### src/hw/rtl/gcrs_pkg.sv
// Shared types and constants for the gradient colour ramp sampler.
package gcrs_pkg;

    localparam int POS_W   = 16;
    localparam int CH_W    = 8;
    localparam int NUM_CH  = 4;
    localparam int COLOR_W = CH_W * NUM_CH;
    localparam int ENTRY_W = POS_W + COLOR_W;
    localparam int CNT_W   = 5;
    localparam int ACC_W   = POS_W + CH_W;
    localparam int STEP_W  = 3;

    localparam logic FUNC_WRITE  = 1'b0;
    localparam logic FUNC_SAMPLE = 1'b1;

    typedef enum logic [2:0] {
        ST_IDLE,
        ST_FETCH,
        ST_SCAN,
        ST_MUL,
        ST_DIV,
        ST_FIN
    } gcrs_state_t;

endpackage

### src/hw/rtl/gradient_color_ramp_sampler_top.sv
// Gradient colour ramp sampler: stop table, scan sequencer and bit-serial blend lanes.
//
//   channel   direction   handshake               contents
//   input     in          in_valid / in_stall     func, stop_index, stop_*, factor
//   output    out         out_valid / out_stall   insert_index, result_position, out_*, color_valid
//   config    in          cfg_wr_en               cfg_wr_data -> stop_count
//
// One word at a time. In a sample the table scan reads one stop per cycle from the registered
// stop memory; when it blends it then runs 8 shift-add steps then 8 restoring divide steps,
// one bit each, in four colour lanes side by side.
// Reset clears the control state and stop_count; the stop table holds no reset value.
// A finished word waits in the output register while the next word is taken.
module gradient_color_ramp_sampler_top
    import gcrs_pkg::*;
#(
    parameter int MAX_STOPS = 16
)
(
    input  logic                 clk,
    input  logic                 rst_n,
    input  logic                 cfg_wr_en,
    input  logic [CNT_W-1:0]     cfg_wr_data,
    input  logic                 in_valid,
    output logic                 in_stall,
    input  logic                 func,
    input  logic [3:0]           stop_index,
    input  logic [POS_W-1:0]     stop_position,
    input  logic [CH_W-1:0]      stop_red,
    input  logic [CH_W-1:0]      stop_green,
    input  logic [CH_W-1:0]      stop_blue,
    input  logic [CH_W-1:0]      stop_alpha,
    input  logic [POS_W-1:0]     factor,
    output logic                 out_valid,
    input  logic                 out_stall,
    output logic [CNT_W-1:0]     insert_index,
    output logic [POS_W-1:0]     result_position,
    output logic [CH_W-1:0]      out_red,
    output logic [CH_W-1:0]      out_green,
    output logic [CH_W-1:0]      out_blue,
    output logic [CH_W-1:0]      out_alpha,
    output logic                 color_valid
);

    localparam int IDX_W = (MAX_STOPS > 1) ? $clog2(MAX_STOPS) : 1;

    gcrs_state_t        state_reg, state_next;
    logic [CNT_W-1:0]   stop_count_reg;
    logic [CNT_W-1:0]   count;
    logic               in_accept;
    logic               out_free;

    logic [ENTRY_W-1:0] mem [MAX_STOPS];
    logic [ENTRY_W-1:0] rd_data_reg;
    logic [IDX_W-1:0]   rd_addr;

    logic [CNT_W-1:0]   k_reg;
    logic [POS_W-1:0]   factor_reg;
    logic [POS_W-1:0]   prev_pos_reg;
    logic [COLOR_W-1:0] prev_color_reg;
    logic [POS_W-1:0]   pos_k;
    logic [COLOR_W-1:0] color_k;
    logic               first;
    logic               take_first;
    logic               hit;
    logic               is_last;
    logic [POS_W-1:0]   d_val;
    logic [POS_W-1:0]   n_val;

    logic [STEP_W-1:0]  step_reg;
    logic [ACC_W-1:0]   dn_sh_reg;
    logic [ACC_W-1:0]   n_sh_reg;
    logic [ACC_W-1:0]   d_sh_reg;
    logic [CH_W-1:0]    a_sh_reg [NUM_CH];
    logic [CH_W-1:0]    b_sh_reg [NUM_CH];
    logic [ACC_W-1:0]   acc_reg  [NUM_CH];
    logic [CH_W-1:0]    q_reg    [NUM_CH];
    logic [ACC_W-1:0]   acc_mul  [NUM_CH];
    logic [ACC_W-1:0]   acc_div  [NUM_CH];
    logic [CH_W-1:0]    q_next   [NUM_CH];

    logic [CNT_W-1:0]   res_index_reg;
    logic [POS_W-1:0]   res_pos_reg;
    logic [COLOR_W-1:0] res_color_reg;
    logic               res_valid_reg;

    logic               out_valid_reg;
    logic [CNT_W-1:0]   out_index_reg;
    logic [POS_W-1:0]   out_pos_reg;
    logic [COLOR_W-1:0] out_color_reg;
    logic               out_cvalid_reg;

    assign in_accept = in_valid && !in_stall;
    assign out_free  = !out_valid_reg || !out_stall;
    assign count     = (32'(stop_count_reg) > MAX_STOPS) ? CNT_W'(MAX_STOPS) : stop_count_reg;

    assign pos_k      = rd_data_reg[ENTRY_W-1:COLOR_W];
    assign color_k    = rd_data_reg[COLOR_W-1:0];
    assign first      = (k_reg == '0);
    assign take_first = first && ((count == CNT_W'(1)) || (factor_reg == '0));
    assign hit        = (factor_reg < pos_k);
    assign is_last    = (k_reg == CNT_W'(count - CNT_W'(1)));
    assign d_val      = pos_k - prev_pos_reg;
    assign n_val      = factor_reg - prev_pos_reg;
    assign rd_addr    = (state_reg == ST_FETCH) ? '0 : IDX_W'(CNT_W'(k_reg + CNT_W'(1)));

    // configuration register
    always_ff @(posedge clk or negedge rst_n)
    begin
        if (!rst_n)
        begin
            stop_count_reg <= '0;
        end
        else if (cfg_wr_en)
        begin
            stop_count_reg <= cfg_wr_data;
        end
    end

    // stop table
    always_ff @(posedge clk)
    begin
        if (in_accept && (func == FUNC_WRITE) && (32'(stop_index) < MAX_STOPS))
        begin
            mem[IDX_W'(stop_index)] <= {stop_position, stop_alpha, stop_blue, stop_green,
                                        stop_red};
        end
        rd_data_reg <= mem[rd_addr];
    end

    always_ff @(posedge clk or negedge rst_n)
    begin
        if (!rst_n)
        begin
            state_reg <= ST_IDLE;
        end
        else
        begin
            state_reg <= state_next;
        end
    end

    always_comb
    begin
        state_next = state_reg;
        in_stall   = 1'b1;
        case (state_reg)
            ST_IDLE:
            begin
                in_stall = 1'b0;
                if (in_valid)
                begin
                    if ((func == FUNC_WRITE) || (count == '0))
                        state_next = ST_FIN;
                    else
                        state_next = ST_FETCH;
                end
            end
            ST_FETCH:
            begin
                state_next = ST_SCAN;
            end
            ST_SCAN:
            begin
                if (take_first)
                    state_next = ST_FIN;
                else if (hit)
                    state_next = first ? ST_FIN : ST_MUL;
                else if (is_last)
                    state_next = ST_FIN;
            end
            ST_MUL:
            begin
                if (step_reg == '1)
                    state_next = ST_DIV;
            end
            ST_DIV:
            begin
                if (step_reg == '1)
                    state_next = ST_FIN;
            end
            ST_FIN:
            begin
                if (out_free)
                    state_next = ST_IDLE;
            end
            default:
            begin
                state_next = ST_IDLE;
            end
        endcase
    end

    always_comb
    begin
        for (int i = 0; i < NUM_CH; i++)
        begin
            acc_mul[i] = acc_reg[i] + (a_sh_reg[i][0] ? dn_sh_reg : '0)
                                    + (b_sh_reg[i][0] ? n_sh_reg : '0);
            if (acc_reg[i] >= d_sh_reg)
            begin
                acc_div[i] = acc_reg[i] - d_sh_reg;
                q_next[i]  = {q_reg[i][CH_W-2:0], 1'b1};
            end
            else
            begin
                acc_div[i] = acc_reg[i];
                q_next[i]  = {q_reg[i][CH_W-2:0], 1'b0};
            end
        end
    end

    // scan and blend datapath
    always_ff @(posedge clk)
    begin
        case (state_reg)
            ST_IDLE:
            begin
                factor_reg    <= factor;
                k_reg         <= '0;
                res_index_reg <= '0;
                res_pos_reg   <= '0;
                res_color_reg <= '0;
                res_valid_reg <= 1'b0;
            end
            ST_SCAN:
            begin
                prev_pos_reg   <= pos_k;
                prev_color_reg <= color_k;
                k_reg          <= CNT_W'(k_reg + CNT_W'(1));
                step_reg       <= '0;
                dn_sh_reg      <= ACC_W'(POS_W'(d_val - n_val));
                n_sh_reg       <= ACC_W'(n_val);
                d_sh_reg       <= ACC_W'({d_val, {(CH_W-1){1'b0}}});
                for (int i = 0; i < NUM_CH; i++)
                begin
                    a_sh_reg[i] <= prev_color_reg[i*CH_W +: CH_W];
                    b_sh_reg[i] <= color_k[i*CH_W +: CH_W];
                    acc_reg[i]  <= ACC_W'(d_val >> 1);
                    q_reg[i]    <= '0;
                end
                if (take_first)
                begin
                    res_index_reg <= '0;
                    res_pos_reg   <= pos_k;
                    res_color_reg <= color_k;
                    res_valid_reg <= 1'b1;
                end
                else if (hit)
                begin
                    res_index_reg <= k_reg;
                    res_pos_reg   <= factor_reg;
                    res_color_reg <= color_k;
                    res_valid_reg <= 1'b1;
                end
                else if (is_last)
                begin
                    res_index_reg <= count;
                    res_pos_reg   <= pos_k;
                    res_color_reg <= color_k;
                    res_valid_reg <= 1'b1;
                end
            end
            ST_MUL:
            begin
                step_reg  <= STEP_W'(step_reg + STEP_W'(1));
                dn_sh_reg <= {dn_sh_reg[ACC_W-2:0], 1'b0};
                n_sh_reg  <= {n_sh_reg[ACC_W-2:0], 1'b0};
                for (int i = 0; i < NUM_CH; i++)
                begin
                    acc_reg[i]  <= acc_mul[i];
                    a_sh_reg[i] <= {1'b0, a_sh_reg[i][CH_W-1:1]};
                    b_sh_reg[i] <= {1'b0, b_sh_reg[i][CH_W-1:1]};
                end
            end
            ST_DIV:
            begin
                step_reg <= STEP_W'(step_reg + STEP_W'(1));
                d_sh_reg <= {1'b0, d_sh_reg[ACC_W-1:1]};
                for (int i = 0; i < NUM_CH; i++)
                begin
                    acc_reg[i] <= acc_div[i];
                    q_reg[i]   <= q_next[i];
                    res_color_reg[i*CH_W +: CH_W] <= q_next[i];
                end
            end
            default:
            begin
            end
        endcase
    end

    // output register
    always_ff @(posedge clk or negedge rst_n)
    begin
        if (!rst_n)
        begin
            out_valid_reg <= 1'b0;
        end
        else if ((state_reg == ST_FIN) && out_free)
        begin
            out_valid_reg <= 1'b1;
        end
        else if (!out_stall)
        begin
            out_valid_reg <= 1'b0;
        end
    end

    always_ff @(posedge clk)
    begin
        if ((state_reg == ST_FIN) && out_free)
        begin
            out_index_reg  <= res_index_reg;
            out_pos_reg    <= res_pos_reg;
            out_color_reg  <= res_color_reg;
            out_cvalid_reg <= res_valid_reg;
        end
    end

    assign out_valid       = out_valid_reg;
    assign insert_index    = out_index_reg;
    assign result_position = out_pos_reg;
    assign out_red         = out_color_reg[0*CH_W +: CH_W];
    assign out_green       = out_color_reg[1*CH_W +: CH_W];
    assign out_blue        = out_color_reg[2*CH_W +: CH_W];
    assign out_alpha       = out_color_reg[3*CH_W +: CH_W];
    assign color_valid     = out_cvalid_reg;

endmodule

### config.mk
export PLATFORM = sky130hd
export DESIGN_NAME = gradient_color_ramp_sampler_top
export DESIGN_NICKNAME = d
export VERILOG_FILES = /design/src/hw/rtl/gcrs_pkg.sv /design/src/hw/rtl/gradient_color_ramp_sampler_top.sv
export SDC_FILE = /design/constraint.sdc
export NUM_CORES = 2
export LEC_CHECK = 0
export BUFFER_PORTS_ARGS = -buffer_cell sky130_fd_sc_hd__buf_2
export CORE_MARGIN = 3
export CORE_UTILIZATION = 40
export CTS_CLUSTER_SIZE = 28
export DETAILED_ROUTE_END_ITERATION = 12
export MAX_ROUTING_LAYER = met4
export PLACE_DENSITY_LB_ADDON = 0.15
export SLEW_MARGIN = 20
export SYNTH_ARGS = -nofsm -noshare
export SYNTH_HDL_FRONTEND = slang
export SYNTH_SLANG_ARGS = --single-unit
### constraint.sdc
create_clock -name clk -period 8.6 [get_ports clk]
set_input_delay 0 -clock clk [delete_from_list [all_inputs] [get_ports clk]]
set_output_delay 0 -clock clk [all_outputs]
set_load 0.005 [all_outputs]
==> impl_metrics.tcl <==
set metrics [dict create \
    cts.clk_slew.worst_paths_ps 50 \
    wl_um 174500 \
    wl_met1_um 77480 \
    setup_viol_count_final 0 \
    finClkSkew_ps 47.63 \
    fin_util 0.4613 \
    clock.fmax_mhz 206.2 \
    arrival_ps 5270 \
    initial_utilization 0.4046 \
    slowest_stage "a311oi_1" \
    clock_latency_ps 750 \
    postCtsSetupBuffers 0 \
    met2_length_um 83860 \
    first_pass_iters 6 \
    numCtsBuffers 143 \
    clockBufferDepth 3 \
    final-hold-violation-count 0 \
    cts_sinks 1264 \
    grt_overflow 0 \
    cts-htree-levels 4 \
    port_buffers 134 \
    place_hpwl_um 110400 \
    nets 5767 \
    cts_hold_buf 105 \
    cts_resized 0 \
    synthFlopType "edfxtp_1" \
    cp_num_buf_inv 2 \
    critical_path_class "reg -> reg" \
    crit_fanout 22 \
    grt_pass1_wl_um 261500 \
    cts_root_buffer "clkbuf_16" \
    final_cell_mix "edfxtp_1 (1201), nand2_1 (674), a21oi_1 (270), a211oi_1 (270), ha_1 (238)" \
    synth-edff-count 1201 \
    ys_warn_count 0 \
    r2r_slack_ps 3750 \
    path_delay_family "compound AO/OA/AOI/OAI gates" \
    worst_slack_ps 3751 \
    synthArstFlopShare 0.007120 \
    grt_setup_unrepaired "no" \
    maxSlewViolCount 0 \
    die_h_um 401.9 \
    antenna_found_initial 19 \
    die-area_sq_mm 0.1615 \
    mostFrequentLayoutCell "edfxtp_1" \
    worstSetupEndpointType "flop" \
    first_iter_violations 3229 \
    route.vias.total 41738 \
    routed_via_density 5.552 \
    synthesis.nets 5569 \
    tns_ps 0 \
    syn2layout_area_growth_pct 14.01 \
    fin_crit_sh 0.5638 \
    wl_per_cell_um 23.21 \
    synth_area_leader_cell "edfxtp_1" \
    cts_tree "done" \
    post-route-min-period_ps 4849 \
    crit_chain "inv_1 > ha_1 > nor2b_1 > o21ai_0 > a21boi_0 > o21ai_0 > a21boi_0 > o21ai_0 > nand4_1 > a311oi_1 > a31oi_1 > o31ai_1 > nand2_1 > buf_4" \
    layout-drive-gt1-share 0.08693 \
    cp_common_cell "o21ai_0" \
    core_area_sq_mm 0.1549 \
    fill_cells 14042 \
    synth_cell_types 96 \
    startpoint_type "flop" \
    dr_wl_met3_um 9745 \
    avgSynthCellArea_sq_um 12.17 \
    grt_pass1_vias 41146 \
    ys_seq_area_frac 0.5961 \
    synthTopCellsByArea "edfxtp_1 (58%), ha_1 (4.8%), nand2_1 (4.1%), fa_1 (3.3%), a211oi_1 (3.2%)" \
    slew_headroom 0.2612 \
    place_congestion 0.9129 \
    top_layer_used "met4" \
    hp-class "in -> reg" \
    maxCapViolations 0 \
    dp_slack_ps 3652 \
    die_w_um 401.9 \
    largest_reg_flops 768 \
    worstPathRequired_ps 9030 \
    yosys.area.top_type_share 0.5753 \
    ys_seq_elements 1264 \
    drc_errors 0 \
    core.rowCount 144 \
    status "complete, no violations" \
    io_pins 135 \
    grt_max_degree 123 \
    cpPeakStageDelay_ps 550 \
    syn_area_sq_mm 0.06269 \
    grt_util_all_layers 0.2187 \
    postRouteAntennaNets 0 \
    syn_inst 5149 \
    worstMarginPinSlew_ps 1108 \
]
[layout make-up]
cell class	instances	area, sq um	share of cell area
sequential	1264	37370	0.5229
multi-input combinational	3427	23800	0.3330
clock buffer	203	3956	0.05535
tap	2044	2557	0.03578
timing repair buffer	308	2265	0.03169
inverter	203	769.5	0.01077
clock inverter	59	729.5	0.01021
antenna	10	25.02	0.0003501
[through the flow]
step,instance area [sq um],cells,hold WS (ps)
final,71470,7518,121.0
after floorplan,62690,5149,-295.6
after detailed placement,65710,7141,-64.04
after CTS,71450,7508,65.93
after global routing,71470,7516,103.2
after global placement,65710,7141,-75.15
[kinds of logic after synthesis]
group / synth area share
AO/OA/AOI/OAI: 0.1445
XOR/XNOR: 0.02682
adder cells (fa/ha/maj): 0.08073
buffers and inverters: 0.02744
flip-flops: 0.5961
multiplexers: 0.004091
AND/OR/NAND/NOR: 0.1203
[synthesized netlist by cell type (100+ instances only)]
| cell type | instances |
|---|---|
| a211oi_1 | 271 |
| nor2b_1 | 235 |
| nor2_1 | 212 |
| a21o_1 | 101 |
| clkbuf_1 | 236 |
| and2_1 | 157 |
| fa_1 | 103 |
| xnor2_1 | 108 |
| a311oi_1 | 100 |
| a31oi_1 | 120 |
| a21oi_1 | 270 |
| nand2_1 | 677 |
| edfxtp_1 | 1201 |
| o21ai_0 | 127 |
| inv_1 | 202 |
| ha_1 | 238 |
[worst paths after layout]
path                                                 end                           start  cells after the start
setup / recovery                 acc_reg[0][3]$_DFFE_PP_       d_sh_reg[2]$_SDFFCE_PN0P_                     14
hold / removal             stop_count_reg[3]$_DFFE_PN0P_                       cfg_wr_en                      3
setup reg to reg                 acc_reg[0][3]$_DFFE_PP_       d_sh_reg[2]$_SDFFCE_PN0P_                     14
hold reg to reg                insert_index[0]$_DFFE_PP_  res_index_reg[0]$_SDFFCE_PP0P_                      0
max in group asynchronous       state_reg[2]$_DFFE_PN0P_                           rst_n                      3
min in group asynchronous  stop_count_reg[3]$_DFFE_PN0P_                           rst_n                      3
[routing by layer]
metal	up-vias	GRT usage
li1	19633	-
met1	20884	0.2889
met2	992	0.3578
met3	229	0.03416
met4	0	0.04704
met5	-	-
[worst register-to-register path: cells and delay by family, from the launching register on]
kind | cells | cell delay [ps]
compound gates | 8 | 2560
fa+ha+maj | 1 | 340
buf+inv | 2 | 520
flops | 1 | 360
simple gates | 3 | 730
Power is left out: the tool's default activity adds up to more than one toggle a clock period on the data nets, which glitch-free logic cannot reach.
